<file path="config.mk">
export PLATFORM = sky130hd
export DESIGN_NAME = scp_cell
export DESIGN_NICKNAME = d
export VERILOG_FILES = /design/src/sv/scp_pkg.sv /design/src/sv/scp_cell.sv
export SDC_FILE = /design/constraint.sdc
export NUM_CORES = 2
export LEC_CHECK = 0
export CAP_MARGIN = 10
export CELL_PAD_IN_SITES_DETAIL_PLACEMENT = 1
export CELL_PAD_IN_SITES_GLOBAL_PLACEMENT = 1
export CORE_ASPECT_RATIO = 1.2
export CORE_MARGIN = 4
export CORE_UTILIZATION = 47
export CTS_CLUSTER_SIZE = 28
export DETAILED_ROUTE_END_ITERATION = 8
export DONT_BUFFER_PORTS = 1
export PLACE_DENSITY = 0.74
export SLEW_MARGIN = 20
export SYNTH_ARGS = -nofsm -noshare
export SYNTH_HDL_FRONTEND = slang
export SYNTH_SLANG_ARGS = --single-unit
</file>
<file path="constraint.sdc">
create_clock -name clk -period 7.2 [get_ports clk]
set_input_delay 0.36 -clock clk [delete_from_list [all_inputs] [get_ports clk]]
set_output_delay 0.36 -clock clk [all_outputs]
set_load 0.1 [all_outputs]
</file>
<file path="src/sv/scp_pkg.sv">
`default_nettype none

package scp_pkg;

  // Default fixed-point formats.
  localparam int ANGLE_FRAC_BITS_DEF  = 24;
  localparam int RESULT_FRAC_BITS_DEF = 30;

  // Fraction bits of the internal polynomial arithmetic.
  localparam int WK = 30;

  // Function select codes.
  localparam logic OP_SIN = 1'b0;
  localparam logic OP_COS = 1'b1;

  // Range reduction constants.
  localparam logic [63:0] PIO2_Q62        = 64'h6487ED5110B4611A;
  localparam logic [63:0] PIO4_Q62        = 64'h3243F6A8885A308D;
  localparam logic [31:0] TWO_OVER_PI_Q32 = 32'hA2F9836E;

  // Polynomial coefficients with WK fraction bits.
  localparam logic signed [31:0] SIN_K1 = -32'sd178956971;
  localparam logic signed [31:0] SIN_K2 =  32'sd8947849;
  localparam logic signed [31:0] SIN_K3 = -32'sd213044;
  localparam logic signed [31:0] COS_K1 = -32'sd536870912;
  localparam logic signed [31:0] COS_K2 =  32'sd44739243;
  localparam logic signed [31:0] COS_K3 = -32'sd1491308;
  localparam logic signed [31:0] ONE_WK =  32'sd1073741824;

  // Per-item data that travels alongside the arithmetic cells.
  typedef struct packed {
    logic               use_cos;
    logic               negate;
    logic signed [31:0] x;
    logic signed [31:0] x2;
  } scp_side_t;

endpackage

`default_nettype wire

</file>
<file path="src/sv/scp_cell.sv">
`default_nettype none

module scp_cell (
  input  wire logic               clk,
  input  wire logic               rst_n,
  input  wire logic               in_vld,
  input  wire scp_pkg::scp_side_t in_side,
  input  wire logic signed [31:0] in_a,
  input  wire logic signed [31:0] in_b,
  input  wire logic signed [31:0] in_c,
  output logic                    out_vld,
  output scp_pkg::scp_side_t      out_side,
  output logic signed [31:0]      out_y
);
  import scp_pkg::*;

  // Computes c + round(a * b / 2^WK), rounding the magnitude half away from zero.

  logic [3:0]  vld_r;
  scp_side_t   side_r [0:3];

  logic               sa_sgn_r;
  logic [31:0]        sa_amag_r, sa_bmag_r;
  logic signed [31:0] sa_c_r;

  logic               sb_sgn_r;
  logic [63:0]        sb_prod_r;
  logic signed [31:0] sb_c_r;

  logic               sc_sgn_r;
  logic [63:0]        rnd_sum;
  logic [32:0]        sc_rnd_r;
  logic signed [31:0] sc_c_r;

  logic signed [33:0] acc;
  logic signed [31:0] y_r;

  always_ff @(posedge clk) begin
    if (!rst_n) begin
      vld_r <= '0;
    end else begin
      vld_r <= {vld_r[2:0], in_vld};
    end
  end

  assign rnd_sum = sb_prod_r + (64'd1 << (WK - 1));
  assign acc = sc_sgn_r ? ($signed({{2{sc_c_r[31]}}, sc_c_r}) - $signed({1'b0, sc_rnd_r}))
                        : ($signed({{2{sc_c_r[31]}}, sc_c_r}) + $signed({1'b0, sc_rnd_r}));

  always_ff @(posedge clk) begin
    side_r[0] <= in_side;
    side_r[1] <= side_r[0];
    side_r[2] <= side_r[1];
    side_r[3] <= side_r[2];

    sa_sgn_r  <= in_a[31] ^ in_b[31];
    sa_amag_r <= in_a[31] ? (32'd0 - $unsigned(in_a)) : $unsigned(in_a);
    sa_bmag_r <= in_b[31] ? (32'd0 - $unsigned(in_b)) : $unsigned(in_b);
    sa_c_r    <= in_c;

    sb_sgn_r  <= sa_sgn_r;
    sb_prod_r <= 64'(sa_amag_r) * 64'(sa_bmag_r);
    sb_c_r    <= sa_c_r;

    sc_sgn_r  <= sb_sgn_r;
    sc_rnd_r  <= 33'(rnd_sum >> WK);
    sc_c_r    <= sb_c_r;

    y_r <= acc[31:0];
  end

  assign out_vld  = vld_r[3];
  assign out_side = side_r[3];
  assign out_y    = y_r;

endmodule

`default_nettype wire

</file>
==> results.toml <==
[run_status]
outcome = "complete, but fails checks"
violations = "negative setup slack"

[yosys]
netlist_area_um2 = 47100
synth-seq-cells = 528
synth_nets = 6050
synth.distinct_cells = 64
synthFlopType = "dfxtp_1"
synth_edf_count = 0
netlist_instances = 4710
synthArstFlopShare_pct = 0
ys_seq_area_share_pct = 22.5
ys_warn_count = 0
synth.avg_cell_area_um2 = 9.99

[place]
port_buffers = 0
globalplace.congestion = 0.880
dp_cells = 6103
dp_hpwl_um = 108000

[setup_path]
reg2reg_setup_slack_ps = -70
worstReg2RegEnd = "sb_prod_r[58]$_DFF_P_"
cp.arrival_ps = 7820
cp.required_ps = 7750
crit_path_end_kind = "flip-flop"
crit_path_start_kind = "flip-flop"
worstSetupPathType = "reg -> reg"
startpoint = "sa_amag_r[8]$_DFF_P_"
worstPathMaxFanout = 4
crit_path_end = "sb_prod_r[58]$_DFF_P_"
r2r_cells = 26
r2r-start = "sa_amag_r[8]$_DFF_P_"

[final_layout]
final_common_cell = "inv_1"
fin_nets = 6442
drive_gt1_share_pct = 12.1
utilization_pct = 56.7
final_cell_mix = "inv_1 (896), fa_1 (866), and2_1 (580), nand2_1 (517), dfxtp_1 (500)"
final_cells = 6423
area_delta_synth_final_pct = 19.0

[timing]
fin_crit_sh_pct = 101
rsz0062_at_grt = "true"
max-slew-margin-rel_pct = 30.9
hold_slack_ps = 54.3
fin_setup_tns_ps = -71.7
max_freq_mhz = 138
setup_viol = 1
finalHoldViolCount = 0
fin_ws_ps = -71.7
finClkSkew_ps = 27.5
final_max_slew_viol_count = 0
final.min_clock_period_ps = 7270
tightestPinTransition_ps = 1040

[job]
cap_violations = 0

[clock_tree]
clkSinkCount = 528
clock_path_buffers = 3
cts_made_buffers = 51
root_buffer = "clkbuf_16"
cts_tree = "done"
htreeDepth = 2
clk_pin_slew_ps = 70
insertion_delay_ps = 620

[grt]
grt_overflow = 0
grt_pass1_vias = 38833
grt_pass1_wl_um = 218000
gr-usage-all-layers_pct = 26.3
grt_max_degree = 33
antenna_found_initial = 2

[die]
start_util_pct = 47.6
core_um2 = 98800
dieWidth_um = 297
num_io_pins = 264
rows = 126
dieArea_um2 = 105000
die_y_um = 355

[routing]
wl_per_cell_um = 22.2
drt-vias-per-instance = 5.24
drt_pass1_iterations = 5
route.detailed.drc = 0
vias = 33669
drt_iter0_drc = 1486
wirelength_um = 142000
drtAntennaViolNets = 0

[hold_path]
holdPathStages = 2
hp-class = "in -> reg"
-- logic make-up after synthesis --
kind of cell             after synthesis  share of synthesized area (%)
AO/OA/AOI/OAI                        327                           4.51
XOR/XNOR                             179                           3.33
adder cells (fa/ha/maj)             1175                           45.5
buffers and inverters               1129                           9.01
flip-flops                           528                           22.5
multiplexers                           6                          0.128
AND/OR/NAND/NOR                     1366                           15.0
-- layer usage --
| layer | vias up | global-route usage (%) | wire [um] |
|---|---|---|---|
| met5 | - | 0 | 0 |
| met4 | 0 | 5.89 | 4480 |
| met3 | 265 | 3.30 | 6700 |
| met2 | 912 | 48.7 | 74000 |
| met1 | 17631 | 32.8 | 57200 |
| li1 | 14861 | - | - |
-- stage by stage --
step	setup slack (ps)	cell area [um^2]
global route	-212	56000
floorplan	141	47100
global placement	-470	51100
finish	-71.7	56000
detailed placement	-538	51100
CTS	-16.6	55000
-- how the worst min path moves through the flow --
stage                          start               endpoint  slack (ps)
3_3_place_gp   side_r[0][32]$_DFF_P_  side_r[1][32]$_DFF_P_         310
6_report                    in_a[31]  sa_amag_r[11]$_DFF_P_          50
2_1_floorplan      sa_c_r[0]$_DFF_P_      sb_c_r[0]$_DFF_P_         310
4_1_cts                     in_a[31]  sa_amag_r[11]$_DFF_P_           2
3_5_place_dp       sa_c_r[0]$_DFF_P_      sb_c_r[0]$_DFF_P_         310
5_1_grt                     in_a[31]  sa_amag_r[11]$_DFF_P_          20
-- worst max-delay path, stage by stage (launching register included) --
cell,delay [ps]
dfxtp_4,380
buf_4,160
buf_4,150
and2_1,170
fa_1,530
inv_1,70
fa_1,360
inv_1,80
fa_1,420
inv_1,90
fa_1,450
inv_2,80
fa_1,440
fa_1,480
fa_1,570
fa_1,450
ha_1,360
nand2_1,110
o21ai_0,170
buf_4,140
nand2_1,80
a2111oi_4,330
o21ai_2,150
and3_4,210
o31a_1,310
o41ai_2,250
xor2_1,190
-- Yosys cell counts, types with 8 or more instances --
cell type  count  area [um^2]
nand2_1      519         1950
inv_1        906         3400
dfxtp_1      528        10600
nor4_1        11         68.8
or3_1         13         81.3
nor2b_1       10         62.6
nand3_1       41          205
fa_1         895        17900
o211ai_1      10         75.1
a31oi_1       13         81.3
o21a_1         9         67.6
nand4_1       22          138
a21o_1        52          390
o41ai_1        8         70.1
xnor2_1      145         1270
a211oi_1      12         90.1
and2_1       588         3680
nor3_1        22          110
o31ai_1       17          128
xor2_1        34          298
and3_1        14         87.6
o21ai_0       59          295
ha_1         280         3500
a21oi_1       93          465
nor2_1        75          282
nand2b_1      14         87.6
clkbuf_1     218          818
o21bai_1      13         97.6
-- flip-flops by register name, indices dropped and copies added, names as in the netlist, 4 cells and up --
signal	cells
side_r	264
sb_prod_r	33
out_y	32
sa_amag_r	32
sa_bmag_r	32
sa_c_r	32
sb_c_r	32
sc_c_r	32
sc_rnd_r	32
vld_r	4
-- layout make-up --
class,instances,area [um^2]
flip-flops and latches,528,10600
multi-input cells,3053,32900
well taps,1280,1600
clock buffers,62,1360
repair buffers,562,5770
diodes,1,2.50
inverters,906,3400
fillers,10533,42800
clock inverters,31,337
-- timing repair --
action                                  4_1_cts  5_1_grt
hold endpoints to repair                    167        1
gates cloned                                  0        8
buffers inserted                              2       21
gates resized for setup                      52      159
endpoints found under the setup margin       24       29
hold buffers                                195        1
pin swaps                                    22       79
Power is left out: the tool's default activity adds up to more than one toggle a clock period on the data nets, which glitch-free logic cannot reach.
