### src/sv/scp_pkg.sv
`default_nettype none

package scp_pkg;

  // Default fixed-point formats.
  localparam int ANGLE_FRAC_BITS_DEF  = 24;
  localparam int RESULT_FRAC_BITS_DEF = 30;

  // Fraction bits of the internal polynomial arithmetic.
  localparam int WK = 30;

  // Function select codes.
  localparam logic OP_SIN = 1'b0;
  localparam logic OP_COS = 1'b1;

  // Range reduction constants.
  localparam logic [63:0] PIO2_Q62        = 64'h6487ED5110B4611A;
  localparam logic [63:0] PIO4_Q62        = 64'h3243F6A8885A308D;
  localparam logic [31:0] TWO_OVER_PI_Q32 = 32'hA2F9836E;

  // Polynomial coefficients with WK fraction bits.
  localparam logic signed [31:0] SIN_K1 = -32'sd178956971;
  localparam logic signed [31:0] SIN_K2 =  32'sd8947849;
  localparam logic signed [31:0] SIN_K3 = -32'sd213044;
  localparam logic signed [31:0] COS_K1 = -32'sd536870912;
  localparam logic signed [31:0] COS_K2 =  32'sd44739243;
  localparam logic signed [31:0] COS_K3 = -32'sd1491308;
  localparam logic signed [31:0] ONE_WK =  32'sd1073741824;

  // Per-item data that travels alongside the arithmetic cells.
  typedef struct packed {
    logic               use_cos;
    logic               negate;
    logic signed [31:0] x;
    logic signed [31:0] x2;
  } scp_side_t;

endpackage

`default_nettype wire

### src/sv/scp_reduce.sv
`default_nettype none

module scp_reduce #(
  parameter int ANGLE_FRAC_BITS = scp_pkg::ANGLE_FRAC_BITS_DEF
) (
  input  wire logic               clk,
  input  wire logic               rst_n,
  input  wire logic               in_vld,
  input  wire logic               in_opcode,
  input  wire logic signed [31:0] in_angle,
  output logic                    out_vld,
  output scp_pkg::scp_side_t      out_side
);
  import scp_pkg::*;

  localparam int F  = ANGLE_FRAC_BITS;
  localparam int G  = F + 24;
  localparam int S  = G - WK;
  localparam int NW = 32 - F;
  localparam int PW = G + 1;
  localparam int RW = 58;
  localparam logic [63:0] PIO4  = (PIO4_Q62 + (64'd1 << (61 - F))) >> (62 - F);
  localparam logic [63:0] PIO2G = (PIO2_Q62 + (64'd1 << (61 - G))) >> (62 - G);
  localparam logic [RW-1:0] XHALF = RW'(1) << (S - 1);

  logic [7:0] vld_r;

  // Stage 1: magnitude.
  logic        s1_op_r, s1_neg_r;
  logic [31:0] s1_amag_r, s1_amag_nxt;
  // Stage 2: scaled by 2/pi.
  logic        s2_op_r, s2_neg_r, s2_big_r;
  logic [31:0] s2_amag_r;
  logic [63:0] s2_prod_r;
  // Stage 3: quadrant count.
  logic          s3_op_r, s3_neg_r;
  logic [31:0]   s3_amag_r;
  logic [NW:0]   n_sum;
  logic [NW-1:0] s3_n_r;
  // Stage 4: multiple of pi/2.
  logic             s4_op_r, s4_neg_r;
  logic [31:0]      s4_amag_r;
  logic [1:0]       s4_q_r;
  logic [NW+PW-1:0] s4_np_r;
  // Stage 5: remainder.
  logic                 s5_neg_r, s5_cos_r, s5_negate_r;
  logic signed [RW-1:0] s5_r_r;
  // Stage 6: remainder magnitude.
  logic          s6_neg_r, s6_cos_r, s6_negate_r, s6_rsign_r;
  logic [RW-1:0] s6_rmag_r;
  // Stage 7: rounded reduced angle.
  logic          s7_cos_r, s7_negate_r, s7_xneg_r;
  logic [RW-1:0] x_sum;
  logic [31:0]   s7_xmag_r;
  // Stage 8: signed reduced angle.
  logic               s8_cos_r, s8_negate_r;
  logic signed [31:0] s8_x_r;

  always_ff @(posedge clk) begin
    if (!rst_n) begin
      vld_r <= '0;
    end else begin
      vld_r <= {vld_r[6:0], in_vld};
    end
  end

  assign s1_amag_nxt = in_angle[31] ? (~$unsigned(in_angle) + 32'd1) : $unsigned(in_angle);
  assign n_sum       = s2_prod_r[63:F+31] + (NW+1)'(1);
  assign x_sum       = s6_rmag_r + XHALF;

  always_ff @(posedge clk) begin
    s1_op_r   <= in_opcode;
    s1_neg_r  <= in_angle[31];
    s1_amag_r <= s1_amag_nxt;

    s2_op_r   <= s1_op_r;
    s2_neg_r  <= s1_neg_r;
    s2_amag_r <= s1_amag_r;
    s2_big_r  <= s1_amag_r > PIO4[31:0];
    s2_prod_r <= 64'(s1_amag_r) * 64'(TWO_OVER_PI_Q32);

    s3_op_r   <= s2_op_r;
    s3_neg_r  <= s2_neg_r;
    s3_amag_r <= s2_amag_r;
    s3_n_r    <= s2_big_r ? n_sum[NW:1] : '0;

    s4_op_r   <= s3_op_r;
    s4_neg_r  <= s3_neg_r;
    s4_amag_r <= s3_amag_r;
    s4_q_r    <= s3_neg_r ? (~s3_n_r[1:0] + 2'd1) : s3_n_r[1:0];
    s4_np_r   <= (NW+PW)'(s3_n_r) * (NW+PW)'(PIO2G[PW-1:0]);

    s5_neg_r <= s4_neg_r;
    s5_r_r   <= $signed({2'b00, s4_amag_r, 24'd0}) - $signed({1'b0, s4_np_r});
    if (s4_op_r == OP_SIN) begin
      s5_cos_r    <= s4_q_r[0];
      s5_negate_r <= s4_q_r[1];
    end else begin
      s5_cos_r    <= ~s4_q_r[0];
      s5_negate_r <= s4_q_r[0] ^ s4_q_r[1];
    end

    s6_neg_r    <= s5_neg_r;
    s6_cos_r    <= s5_cos_r;
    s6_negate_r <= s5_negate_r;
    s6_rsign_r  <= s5_r_r[RW-1];
    s6_rmag_r   <= s5_r_r[RW-1] ? (RW'(0) - $unsigned(s5_r_r)) : $unsigned(s5_r_r);

    s7_cos_r    <= s6_cos_r;
    s7_negate_r <= s6_negate_r;
    s7_xneg_r   <= s6_rsign_r ^ s6_neg_r;
    s7_xmag_r   <= x_sum[S+31:S];

    s8_cos_r    <= s7_cos_r;
    s8_negate_r <= s7_negate_r;
    s8_x_r      <= s7_xneg_r ? $signed(32'd0 - s7_xmag_r) : $signed(s7_xmag_r);
  end

  assign out_vld          = vld_r[7];
  assign out_side.use_cos = s8_cos_r;
  assign out_side.negate  = s8_negate_r;
  assign out_side.x       = s8_x_r;
  assign out_side.x2      = '0;

endmodule

`default_nettype wire

### config.mk
export PLATFORM = sky130hd
export DESIGN_NAME = scp_reduce
export DESIGN_NICKNAME = d
export VERILOG_FILES = /design/src/sv/scp_pkg.sv /design/src/sv/scp_reduce.sv
export SDC_FILE = /design/constraint.sdc
export NUM_CORES = 2
export LEC_CHECK = 0
export ABC_CLOCK_PERIOD_IN_PS = 7900
export BUFFER_PORTS_ARGS = -buffer_cell sky130_fd_sc_hd__buf_2
export CAP_MARGIN = 20
export CORE_MARGIN = 2
export CORE_UTILIZATION = 60
export DETAILED_ROUTE_END_ITERATION = 10
export GPL_TIMING_DRIVEN = 0
export PLACE_DENSITY = 0.77
export SYNTH_ARGS = -nofsm -noshare
export SYNTH_HDL_FRONTEND = slang
export SYNTH_SLANG_ARGS = --single-unit
### constraint.sdc
create_clock -name clk -period 7.9 [get_ports clk]
set_input_delay 1.58 -clock clk [delete_from_list [all_inputs] [get_ports clk]]
set_output_delay 1.58 -clock clk [all_outputs]
set_load 0.1 [all_outputs]
==> metrics.cfg <==
[drt]
first_pass_iters = 5
drtIter0Drc = 1153
postRouteAntennaNets = 0
drc = 0
viasPerCell = 5.39
wl_per_cell_um = 18.1
num_vias = 23600
totalWireLength_um = 79400

[yosys]
synth.area.top_cells = fa_1, dfxtp_1, ha_1, inv_1, xnor2_1
async_flop_share_pct = 0
synth_top_cell_by_area = fa_1
synth_cell_type_count = 66
seq_area_frac_synth_pct = 21.7
synth_top_area_share_pct = 27.6
synth_ff_type = dfxtp_1
yosys_warnings = 0
synth_seq_cells = 378
yosysMostFrequentCell = inv_1
synthTopCellsByCount = inv_1, ha_1, fa_1, dfxtp_1, xnor2_1
synth_cells = 3437
synth-edff-count = 0
syn_avg_cell_area_um2 = 10.2
syn_area_um2 = 34900

[layout]
multi_input_area_um2 = 24000
instances_no_fill = 4379
diodes = 0
syn2layout_area_growth_pct = 8.48
finalNetCount = 4657
drive_gt1_share_pct = 6.50
n_fill_cell = 4495
post-route-cell-area_um2 = 37900
regArea_um2 = 7610

[status]
status = finished, final reports clean

[worst_hold_path]
min_from = s4_neg_r$_DFF_P_
min_path_type = flop to flop

[place]
pre_cts_slack_ns = -0.518
dp.cells = 4303
io_buffers = 70
gp_congestion = 0.977
dp_hpwl_um = 67000
post_dp_cell_area_um2 = 36300

[sta]
slew_viol_final = 0
grt_setup_unrepaired = true
min_period_over_period_pct = 96.3
tns_ns = 0
hold_viol_final = 0
slew_headroom_pct = 37.8
worst_pin_slew_ns = 0.931
worst_slack_ns = 0.292
skew_ns = 0.0236
finalSetupViolCount = 0
clock.fmax_mhz = 131
period_minus_slack_ns = 7.61

[global_route]
grt-ovfl-total = 0
antenna_found_initial = 1
grt_pass1_vias = 24700
grt_max_degree = 17
grt_pass1_wl_um = 130000
grt_usage_pct = 27.9

[setup_path]
r2r_start = s1_amag_r[16]$_DFF_P_
critPathCaptureType = flop
worstSetupStartpointType = flop
required_ns = 8.33
startpoint = s1_amag_r[16]$_DFF_P_
critPathKind = flop to flop
worstPathArrival_ns = 8.04
cp_max_fo = 11

[cts]
worstSkewPairLatency_ns = 0.56
path_clk_slew_ns = 0.07
clock_path_buffers = 3
h-tree-depth = 2
numCtsBuffers = 38
cts_num_sinks = 378
cts_tree = yes
cts_root_buffer = clkbuf_16
cts_hold_buf = 0

[die]
die_w_um = 245
start_util_pct = 60.6
die_y_um = 245
rows = 88
coreArea_um2 = 57600
die-area_um2 = 60100
ios = 103

[run]
maxCapViolCount = 0

[logic make-up (layout without fill, tap and decap cells)]
| kind of cell | after synthesis | count (layout) | synth area share, % |
|---|---|---|---|
| flip-flops | 378 | 378 | 21.7 |
| AND/OR/NAND/NOR | 459 | 459 | 6.83 |
| multiplexers | 3 | 3 | 0.0860 |
| buffers and inverters | 886 | 1032 | 9.89 |
| AO/OA/AOI/OAI | 441 | 441 | 8.15 |
| XOR/XNOR | 232 | 232 | 5.82 |
| adder cells (fa/ha/maj) | 1037 | 1037 | 47.5 |
| other | 1 | 32 | 0.0107 |
[per-layer routing]
metal	global-route usage, %	wire, µm
met5	0	0
met4	10.3	3250
met3	4.61	4550
met2	47.9	38900
met1	35.4	32700
[repair_timing]
item | in CTS | in global routing
setup buffers | 4 | 2
endpoints found under the setup margin | 5 | 8
gates resized for setup | 22 | 19
[final cells by class]
type / count / share of cell area, %
clock buffer: 44 / 2.65
sequential: 378 / 20.1
clock inverter: 26 / 1.06
tap: 765 / 2.53
multi-input combinational: 2204 / 63.5
inverter: 825 / 8.21
timing repair buffer: 76 / 1.04
buffer: 61 / 0.945
[through the flow]
stage	hold slack, ns	utilization [%]
6_report	0.318	65.8
5_1_grt	0.329	65.8
4_1_cts	0.320	65.7
3_5_place_dp	0.312	63.1
3_3_place_gp	0.310	63.1
2_1_floorplan	0.310	-
[worst paths after layout]
path	slack [ns]	cells past startpoint	end
hold / removal	0.32	0	s5_neg_r$_DFF_P_
setup / recovery	0.29	22	s2_prod_r[58]$_DFF_P_
setup reg to reg	0.29	22	s2_prod_r[58]$_DFF_P_
hold reg to reg	0.32	0	s5_neg_r$_DFF_P_
[layout by cell type (no fill, tap or decap), types with 71 or more instances in the layout]
| master | synthesis | layout |
|---|---|---|
| inv_1 | 825 | 822 |
| ha_1 | 555 | 555 |
| fa_1 | 482 | 482 |
| dfxtp_1 | 378 | 351 |
| xnor2_1 | 183 | 183 |
| a21oi_1 | 124 | 123 |
| nand2_1 | 114 | 114 |
| o21ai_0 | 89 | 88 |
| a21o_1 | 79 | 79 |
| nor2_1 | 72 | 72 |
| buf_2 | 1 | 71 |
[worst max-delay path, stage by stage, from the launching register on]
cell and delay [ns]:
dfxtp_1 0.80, ha_1 0.52, fa_1 0.51, ha_1 0.29, inv_1 0.05, fa_1 0.53, inv_1 0.05, fa_1 0.52
fa_1 0.44, fa_1 0.55, inv_1 0.05, fa_1 0.54, inv_1 0.05, ha_1 0.45, a21o_1 0.26, a21o_1 0.17
a21o_1 0.26, nor3_1 0.33, o2111ai_2 0.29, a211oi_2 0.27, o21ai_1 0.18, a21oi_1 0.20, xnor2_1 0.18
[sequential cells by signal, indices dropped and copies added, names as in the netlist, 2 cells and up]
name	cells
s4_np_r	55
s5_r_r	50
s6_rmag_r	33
s1_amag_r	32
s2_amag_r	32
s3_amag_r	32
s4_amag_r	32
s7_xmag_r	32
s8_x_r	32
s2_prod_r	9
s3_n_r	8
vld_r	8
s4_q_r	2
Power is not shown: default switching activity piles up to over one toggle a cycle in this logic, so the estimate is an artifact.
