**src/sv/scp_pkg.sv**
```systemverilog
`default_nettype none

package scp_pkg;

  // Default fixed-point formats.
  localparam int ANGLE_FRAC_BITS_DEF  = 24;
  localparam int RESULT_FRAC_BITS_DEF = 30;

  // Fraction bits of the internal polynomial arithmetic.
  localparam int WK = 30;

  // Function select codes.
  localparam logic OP_SIN = 1'b0;
  localparam logic OP_COS = 1'b1;

  // Range reduction constants.
  localparam logic [63:0] PIO2_Q62        = 64'h6487ED5110B4611A;
  localparam logic [63:0] PIO4_Q62        = 64'h3243F6A8885A308D;
  localparam logic [31:0] TWO_OVER_PI_Q32 = 32'hA2F9836E;

  // Polynomial coefficients with WK fraction bits.
  localparam logic signed [31:0] SIN_K1 = -32'sd178956971;
  localparam logic signed [31:0] SIN_K2 =  32'sd8947849;
  localparam logic signed [31:0] SIN_K3 = -32'sd213044;
  localparam logic signed [31:0] COS_K1 = -32'sd536870912;
  localparam logic signed [31:0] COS_K2 =  32'sd44739243;
  localparam logic signed [31:0] COS_K3 = -32'sd1491308;
  localparam logic signed [31:0] ONE_WK =  32'sd1073741824;

  // Per-item data that travels alongside the arithmetic cells.
  typedef struct packed {
    logic               use_cos;
    logic               negate;
    logic signed [31:0] x;
    logic signed [31:0] x2;
  } scp_side_t;

endpackage

`default_nettype wire

```
**src/sv/scp_out.sv**
```systemverilog
`default_nettype none

module scp_out #(
  parameter int RESULT_FRAC_BITS = scp_pkg::RESULT_FRAC_BITS_DEF
) (
  input  wire logic               clk,
  input  wire logic               rst_n,
  input  wire logic               in_vld,
  input  wire logic signed [31:0] in_res,
  input  wire logic               in_negate,
  output logic                    out_valid,
  output logic signed [31:0]      out_value
);
  import scp_pkg::*;

  localparam int SH = WK - RESULT_FRAC_BITS;
  localparam logic [32:0] HALF  = (33'd1 << SH) >> 1;
  localparam logic [32:0] ONE_R = 33'd1 << RESULT_FRAC_BITS;

  logic [2:0]  vld_r;
  logic        s1_sign_r, s2_sign_r;
  logic [31:0] s1_mag_r;
  logic [32:0] rnd_sum, rnd_val;
  logic [32:0] s2_mag_r;
  logic [32:0] neg_val;
  logic signed [31:0] value_r;

  always_ff @(posedge clk) begin
    if (!rst_n) begin
      vld_r <= '0;
    end else begin
      vld_r <= {vld_r[1:0], in_vld};
    end
  end

  assign rnd_sum = {1'b0, s1_mag_r} + HALF;
  assign rnd_val = rnd_sum >> SH;
  assign neg_val = 33'd0 - s2_mag_r;

  always_ff @(posedge clk) begin
    s1_sign_r <= in_res[31] ^ in_negate;
    s1_mag_r  <= in_res[31] ? (32'd0 - $unsigned(in_res)) : $unsigned(in_res);

    s2_sign_r <= s1_sign_r;
    s2_mag_r  <= (rnd_val > ONE_R) ? ONE_R : rnd_val;

    value_r <= s2_sign_r ? $signed(neg_val[31:0]) : $signed(s2_mag_r[31:0]);
  end

  assign out_valid = vld_r[2];
  assign out_value = value_r;

endmodule

`default_nettype wire

```
**config.mk**
```make
export PLATFORM = sky130hd
export DESIGN_NAME = scp_out
export DESIGN_NICKNAME = d
export VERILOG_FILES = /design/src/sv/scp_pkg.sv /design/src/sv/scp_out.sv
export SDC_FILE = /design/constraint.sdc
export NUM_CORES = 1
export LEC_CHECK = 0
export BUFFER_PORTS_ARGS = -buffer_cell sky130_fd_sc_hd__buf_2
export CAP_MARGIN = 0
export CORE_MARGIN = 2
export CORE_UTILIZATION = 40
export DETAILED_ROUTE_END_ITERATION = 8
export GPL_TIMING_DRIVEN = 0
export PLACE_DENSITY_LB_ADDON = 0.3
export SLEW_MARGIN = 20
export SYNTH_ARGS = -nofsm -noshare
export SYNTH_HDL_FRONTEND = slang
export SYNTH_SLANG_ARGS = --single-unit
```
**constraint.sdc**
```tcl
create_clock -name clk -period 1.95 [get_ports clk]
set_input_delay 0 -clock clk [delete_from_list [all_inputs] [get_ports clk]]
set_output_delay 0 -clock clk [all_outputs]
set_load 0.02 [all_outputs]
```
==> metrics.txt, run 1 <==
sequential area share after synthesis 0.538; Avg Inst Size Synth 10.9 um2; port bufs 68; mapped cell area roughly 3800 um2; syn nets between 300 and 400; WL final between 7000 and 8000 um; Max clock buf depth 2; Synth area leaders dfxtp_1, xnor2_1, and2_1; clock slew at reported path FFs 90 ps; Slew HR 0.629; Slowest-stage cell, CP or4_4; LEAKAGE 1.91 nW; CP max FO 5; critical path endpoint category flip-flop; most frequent cells in the layout dfxtp_1, buf_2, xnor2_1; TritonCTS Buffers 9; Via Count between 2000 and 3000; EDFF count, synth 0; io pins ~70; layout net count 508; CTS sink cnt around 100; total congestion overflow 0; GR met3 Demand/Resource 0.0430; crit start category flip-flop; drc violations 0; Multi-input gate area 1780 um2; setup violators final 0; critical path type reg -> reg; Hold Path Class in -> reg; first-pass GRT wire length ~13000 um; critical path arrival 2190 ps; DRT antenna net count 0; Worst Setup EP out_value[28]; largest net degree at the start of global routing 17; Final Cycle Share 0.995; Most Frequent Cell on Critical Path or4_4; Die Y 101 um; Worst R2R Setup Slack approximately 11 ps; maxcap violations 0; Yosys warnings 0; Initial DRC Count 70; Reg2Reg Depth 4; Pwr Density 970 nW/um2; clk_skew between 4 and 5 ps; CTS tree yes; clk_lat worst skew 370 ps; worst r2r dst out_value[28]; CP cell instances or4_4 -> or4_4 -> o41ai_4 -> xnor2_1; ys async rst share 0; Die ar. between 10000 and 15000 um2; busiest grt layer met2; status finished clean; synthesized flop and latch total a little over 100; RSZ-0062 raised after global routing true; Storage cell area just over 2000 um2; Critical Path Source s2_mag_r[18]; Horiz. Die Dim roughly 100 um; CP required about 2200 ps; GRT Total Usage 0.164; share of cells above drive strength 1 0.234; GR Layer Usage met2 0.277; Post-Place Setup Slack -140 ps; antenna diode count 0; H-tree levels 3; DRT Pass-1 Iters 4; post-layout util 0.542; share of the synthesized area in the top cell type 0.538; Worst Tran Pin Value 556 ps; maximum vdd ir drop 0.352 mV; vias in the first global route ~2900; GP Congestion about 0.92; initial antenna violation count 0; Final Max Slew Viols 0; hpwl dp roughly 5700 um; fmax around 520 MHz; Mapped Cells around 350; Core Area 9200 um2; slowest cell delay on critical path roughly 560 ps; WL/cell ~14 um; Syn-to-layout area delta 32.7%; Final WS setup about 11 ps; leading area contributor after synthesis dfxtp_1; R2R Path Start s2_mag_r[18]; DR vias/cell around 4.9; most common cell after layout, fill and taps aside dfxtp_1; Top FF cell, synth dfxtp_1; Root Driver clkbuf_8; Final Hold Viols 0; Hold Crit Start in_res[10]; row cnt 35; Synth cell types 32; crit path time final between 1500 and 2000 ps; M1 GR Usage 0.187; Fillers 824; initial core utilization 0.409
==> worst min-delay path by stage <==
stage	to	slack, ps	cells past startpoint
detailed placement	s1_mag_r[0]	140	1
CTS	s1_mag_r[5]	0.3	3
global placement	s1_mag_r[0]	140	1
floorplan	s1_mag_r[0]	30	0
global route	s1_mag_r[5]	40	3
finish	s1_mag_r[12]	40	3
==> cells in the mapped netlist (all sizes together) (7+ instances only) <==
cell    instances
nand2b          8
and2           33
or4             7
dfxtp         101
nor4           15
xnor2          59
nand4           9
clkbuf          9
o41ai          15
or3             7
o31ai          23
o21ai          14
nand2          17
==> critical path, delay by kind of cell, from the launching register on <==
kind	cells	cell delay (ps)
xor gates and xnor gates	1	120
and+or+nand+nor	2	1050
AOI/OAI and AO/OA	1	320
DFF	1	330
==> flip-flops by register name, summed over array words and instances, names as in the netlist <==
register	cells
vld_r	3
s2_sign_r	1
s2_mag_r	32
out_value	32
s1_sign_r	1
s1_mag_r	32
==> power by group <==
part           internal [mW]  leakage (nW)  switching (mW)
clock network          0.662         0.102           0.665
logic                  0.458         0.962           0.546
registers               2.35         0.848           0.152
total                   3.48          1.91            1.36
==> kinds of logic after synthesis <==
group                    synth area share
XOR/XNOR                            0.140
flip-flops                          0.538
adder cells (fa/ha/maj)           0.00999
other                            0.000998
AO/OA/AOI/OAI                       0.104
buffers and inverters              0.0153
AND/OR/NAND/NOR                     0.192
==> per-stage QoR <==
step / hold WS (ps) / cell area (um2) / total power, mW / cells / TNS, ps
after floorplan: 27.7 / 3760 / 3.13 / 346 / 0
after global placement: 138 / 4240 / 3.43 / 525 / -211
after detailed placement: 139 / 4240 / 3.44 / 525 / -824
after CTS: 0.264 / 4920 / 4.87 / 585 / 0
after global routing: 38.3 / 4990 / 5.09 / 585 / -130
final: 42.0 / 4990 / 4.84 / 585 / 0
==> cell type report <==
class / instances / area share
Timing Repair Buffer: 112 / 0.157
Clock inverter: 5 / 0.0118
Inverter: 4 / 0.00301
Multi-Input combinational cell: 230 / 0.356
Tap cell: 111 / 0.0278
Clock buffer: 11 / 0.0304
Buffer: 11 / 0.00853
Sequential cell: 101 / 0.406
==> timing repair <==
action	in CTS	in global routing
setup endpoints to repair	10	19
gates cloned	0	0
resized for setup	6	11
hold buffers	44	0
hold endpoints to repair	36	0
pin swaps	0	1
setup buffers	0	0
==> per-layer routing <==
metal	vias to the layer above	part of all wire	routed length (um)
met5	-	0	0
met4	0	0.035	275
met3	28	0.041	321
met2	82	0.49	3870
met1	1298	0.44	3440
li1	1474	-	-
(Power assumes the default switching activity.)
==> inputs of run 2 (changes only) <==
--- a/config.mk
+++ b/config.mk
@@ -7,6 +7,7 @@
 export LEC_CHECK = 0
 export BUFFER_PORTS_ARGS = -buffer_cell sky130_fd_sc_hd__buf_2
 export CAP_MARGIN = 0
+export CORE_ASPECT_RATIO = 1.2
 export CORE_MARGIN = 2
 export CORE_UTILIZATION = 40
 export DETAILED_ROUTE_END_ITERATION = 8
==> run 2 against run 1 <==
Net effect:
- clock skew rose by 5.7 ps
- sequential cell count did not move
- sequential power barely moved
- cell area rose by 0.75%
- critical path type unchanged
- largest power group unchanged
==> metrics.txt, run 2 (synthesis gave the netlist of run 1 again) <==
status finished clean; Hold Crit Endpoint s1_mag_r[9]; clk_skew 10.5 ps; GRT Total Usage 0.156; io pins 69; clk_lat worst skew approximately 360 ps; slowest cell delay on critical path between 500 and 600 ps; Core Area 9080 um2; setup TNS 0 ps; Final Non-Filler Cells around 600; layout net count approximately 500; CTS tree yes; DRT Pass-1 Iters 4; hpwl dp approximately 5600 um; CP delay by family, top simple AND/OR/NAND/NOR gates; maxcap violations 0; hold path depth 3; Hold Path Class in -> reg; Final Cycle Share 0.991; critical path arrival 2220 ps; Pwr Density approximately 960 nW/um2; LEAKAGE about 2.0 nW; Final Max Slew Viols 0; critical path depth 4; crit start category flip-flop; Die Y around 110 um; most common cell after layout, fill and taps aside dfxtp_1; largest net degree at the start of global routing 18; Max clock buf depth 2; RSZ-0062 raised after global routing true; most frequent cells in the layout dfxtp_1, buf_2, xnor2_1; H-tree levels 3; antenna diode count 0; crit path time final around 1900 ps; Initial DRC Count 63; clock slew at reported path FFs 90 ps; post-placement cell count between 500 and 600; CP required 2240 ps; initial core utilization 0.414; buffers plus inverters on the worst setup path 0; Critical Path Source s2_mag_r[16]; total congestion overflow 0; DRT antenna net count 0; Slew HR 0.594; Slowest-stage cell, CP or4_4; setup violators final 0; GP Congestion about 0.84; M1 GR Usage 0.175; Final Hold Viols 0; drc violations 0; Post-Place Setup Slack -112 ps; WL/cell approximately 12 um; R2R Path Start s2_mag_r[16]; busiest grt layer met2; CP max FO 5; vias in the first global route 2748; WL final between 7000 and 8000 um; Root Driver clkbuf_8; first-pass GRT wire length 12500 um; critical path type reg -> reg; Worst R2R Setup Slack roughly 19 ps; TritonCTS Buffers 9; critical path endpoint category flip-flop; port bufs just under 70; share of cells above drive strength 1 0.231; Horiz. Die Dim 92.5 um; GR met3 Demand/Resource 0.0354; Die ar. between 10000 and 15000 um2; Fillers ~820; maximum vdd ir drop slightly below 0.4 mV; DR vias/cell 4.77; Worst Tran Pin Value a little over 600 ps; CTS sink cnt around 100; Reg2Reg Depth 4; GR Layer Usage met2 0.271; Most Frequent Cell on Critical Path or4_4; row cnt 38; Hold Crit Start in_res[8]; Via Count around 2800; Final WS setup about 19 ps; CP cell instances or4_4 -> or4_4 -> o41ai_4 -> xnor2_1; Syn-to-layout area delta 33.7%; worst r2r dst out_value[28]; fmax between 500 and 600 MHz; initial antenna violation count 0
## run 2: how the worst max path moves through the flow
| stage | to | slack [ps] |
|---|---|---|
| 6_report | out_value[28] | 20 |
| 5_1_grt | s1_mag_r[22] | -120 |
| 4_1_cts | out_value[28] | -4 |
| 3_5_place_dp | out_value[25] | -110 |
| 3_3_place_gp | out_value[25] | -100 |
| 2_1_floorplan | out_value[28] | 130 |
## run 2: metal layers
metal	up-vias	part of all wire
met5	-	0
met1	1266	0.41
met2	80	0.53
met3	14	0.045
met4	0	0.022
li1	1487	-
## run 2: power breakdown
part / switching (mW) / internal (mW)
sequential: 0.148 / 2.36
clock: 0.670 / 0.638
combinational: 0.537 / 0.469
## run 2: worst min-delay path, cell delays in order
cell	delay, ps
buf_2	120
o41ai_1	90
xnor2_1	130
## run 2: final cells by class
class	instances	area, um2	share of cell area
inverters	4	15.0	0.00299
well taps	120	150	0.0299
plain buffers	11	42.5	0.00847
repair buffers	115	823	0.164
flip-flops and latches	101	2030	0.404
clock inverters	6	71.3	0.0142
multi-input cells	230	1760	0.349
clock buffers	10	138	0.0274
## run 2: metrics by stage
stage	power, mW	util	cell area, um2	hold WS, ps
global placement	3.42	0.468	4250	133
detailed placement	3.44	0.468	4250	132
CTS	4.83	0.539	4900	0.607
global route	5.08	0.553	5020	15.8
finish	4.82	0.553	5020	24.5
floorplan	3.13	-	3760	27.7
## run 2: timing repair
action / 4_1_cts / 5_1_grt
hold buffers: 42 / 3
setup buffers: 0 / 6
gates resized for setup: 4 / 15
hold endpoints to repair: 36 / 3
endpoints found under the setup margin: 9 / 20
pin swaps: 1 / 10
==> inputs of run 3 (changes only) <==
--- a/config.mk
+++ b/config.mk
@@ -5,12 +5,12 @@
 export SDC_FILE = /design/constraint.sdc
 export NUM_CORES = 1
 export LEC_CHECK = 0
-export BUFFER_PORTS_ARGS = -buffer_cell sky130_fd_sc_hd__buf_2
 export CAP_MARGIN = 0
 export CORE_ASPECT_RATIO = 1.2
 export CORE_MARGIN = 2
-export CORE_UTILIZATION = 40
+export CORE_UTILIZATION = 25
 export DETAILED_ROUTE_END_ITERATION = 8
+export DONT_BUFFER_PORTS = 1
 export GPL_TIMING_DRIVEN = 0
 export PLACE_DENSITY_LB_ADDON = 0.3
 export SLEW_MARGIN = 20
==> run 3 against run 2 <==
Net effect:
- sequential cell count unchanged
- total power increased by 5.9%
- largest power group unchanged
- largest cell class unchanged
- global-route usage is 4.7 points lower
- routed wire length is 14% higher
==> metrics.txt, run 3 (synthesis gave the netlist of run 1 again) <==
post-layout util 0.330; Root Driver clkbuf_16; port bufs 0; Die ar. about 16000 um2; CTS sink cnt roughly 100; sequential share of power 0.536; Max clock buf depth 2; Worst Tran Pin Value 592 ps; largest net degree at the start of global routing 17; Pwr Density between 1000 and 1500 nW/um2; RSZ-0062 raised after global routing true; most frequent cells in the layout dfxtp_1, xnor2_1, dlygate4sd3_1; layout net count between 400 and 500; Core Area ~15000 um2; io pins between 60 and 70; first-pass GRT wire length 13500 um; critical path endpoint category flip-flop; H-tree levels 3; maximum vdd ir drop approximately 0.38 mV; Final Non-Filler Cells roughly 620; fmax between 500 and 600 MHz; Initial DRC Count 86; clk_skew approximately 4.8 ps; net switching power about 1.4 mW; maxcap violations 0; CP max FO 5; Fillers roughly 1600; LEAKAGE between 1.5 and 2 nW; clk_lat worst skew 340 ps; DRT antenna net count 0; clock slew at reported path FFs about 60 ps; crit start category flip-flop; initial antenna violation count 0; total congestion overflow 0; WL/cell 13.7 um; Final Cell Area about 4900 um2; drc violations 0; DRT Pass-1 Iters 4; TritonCTS Buffers 9; antenna diode count 0; Final Max Slew Viols 0; crit path time final 1890 ps; post-placement cell count 550; Slew HR 0.605; initial core utilization 0.253; row cnt just under 50; GP Congestion between 0.7 and 0.8; Via Count 2661; Die Y 138 um; CP required ~2200 ps; Sw Share 0.270; Hold Path Class in -> reg; Final Cycle Share 0.969; status finished clean; internal power 3.72 mW; critical path type reg -> reg; WL final between 8000 and 9000 um; Post-Place Cell Area ~4000 um2; CTS tree yes; share of cells above drive strength 1 0.0920; setup TNS 0 ps; DR vias/cell between 4 and 5; most common cell after layout, fill and taps aside dfxtp_1; Final Hold Viols 0; Tot Pwr roughly 5.1 mW; setup violators final 0; clock network power share 0.337; Horiz. Die Dim around 120 um; GRT Total Usage 0.109; critical path arrival approximately 2100 ps; hpwl dp between 6000 and 7000 um; Syn-to-layout area delta 30.5%; Logic pwr share 0.127; vias in the first global route 2791
## run 3: changes by cell type in the layout (fill, tap and decap cells not counted), sizes merged
cell	change
buf	-70
dlygate4sd3	+9
clkinv	-3
inv	+1
dlymetal6s4s	-3
clkbuf	+2
## run 3: worst max-delay path, cell delays in order (launching register included)
cell     delay [ps]
dfxtp_1         340
or4_4           550
or4_4           480
o41ai_2         250
xnor2_1         140
## run 3: metal layers
| layer | up-vias | track usage | wire length, um |
|---|---|---|---|
| li1 | 1363 | - | - |
| met1 | 1221 | 0.107 | 3270 |
| met2 | 62 | 0.199 | 4470 |
| met3 | 15 | 0.0346 | 552 |
| met4 | 0 | 0.0583 | 189 |
| met5 | - | 0 | 0 |
## run 3: area by class of cell
type	count	area, um2	area share
Buffer	11	42.5	0.00868
Clock inverter	4	55.1	0.0112
Timing Repair Buffer	51	510	0.104
Sequential cell	101	2020	0.412
Multi-Input combinational cell	230	1770	0.360
Tap cell	204	255	0.0521
Inverter	4	15.0	0.00306
Clock buffer	12	236	0.0482
## run 3: final timing paths
kind	from	slack (ps)	depth (start not counted)	to
worst min-delay path	in_res[18]	7	3	s1_mag_r[20]
worst max-delay path	s2_mag_r[16]	60	4	out_value[28]
worst max register to register	s2_mag_r[16]	60	4	out_value[28]
worst min register to register	s1_sign_r	340	0	s2_sign_r
## run 3: repair_timing
action | in CTS | in global routing
pin swaps | 2 | 1
hold buffers | 49 | 2
endpoints found under the setup margin | 10 | 17
hold endpoints to repair | 36 | 1
setup buffers | 0 | 0
gates resized for setup | 3 | 12
## run 3: power by group through the flow
stage                     registers [mW]  logic [mW]  clock network (mW)
after floorplan                     2.71       0.419                   0
after global placement              2.76       0.509                   0
after detailed placement            2.77       0.516                   0
after CTS                           2.73       0.634                1.78
after global routing                2.77       0.726                1.86
final                               2.73       0.649                1.72
## run 3: per-stage QoR
stage                     hold slack, ps  setup WS [ps]
after detailed placement            28.1           -149
after floorplan                     27.7            135
after global placement              28.2           -148
final                               6.65           60.3
after global routing                25.3          -34.3
after CTS                          0.774           27.7
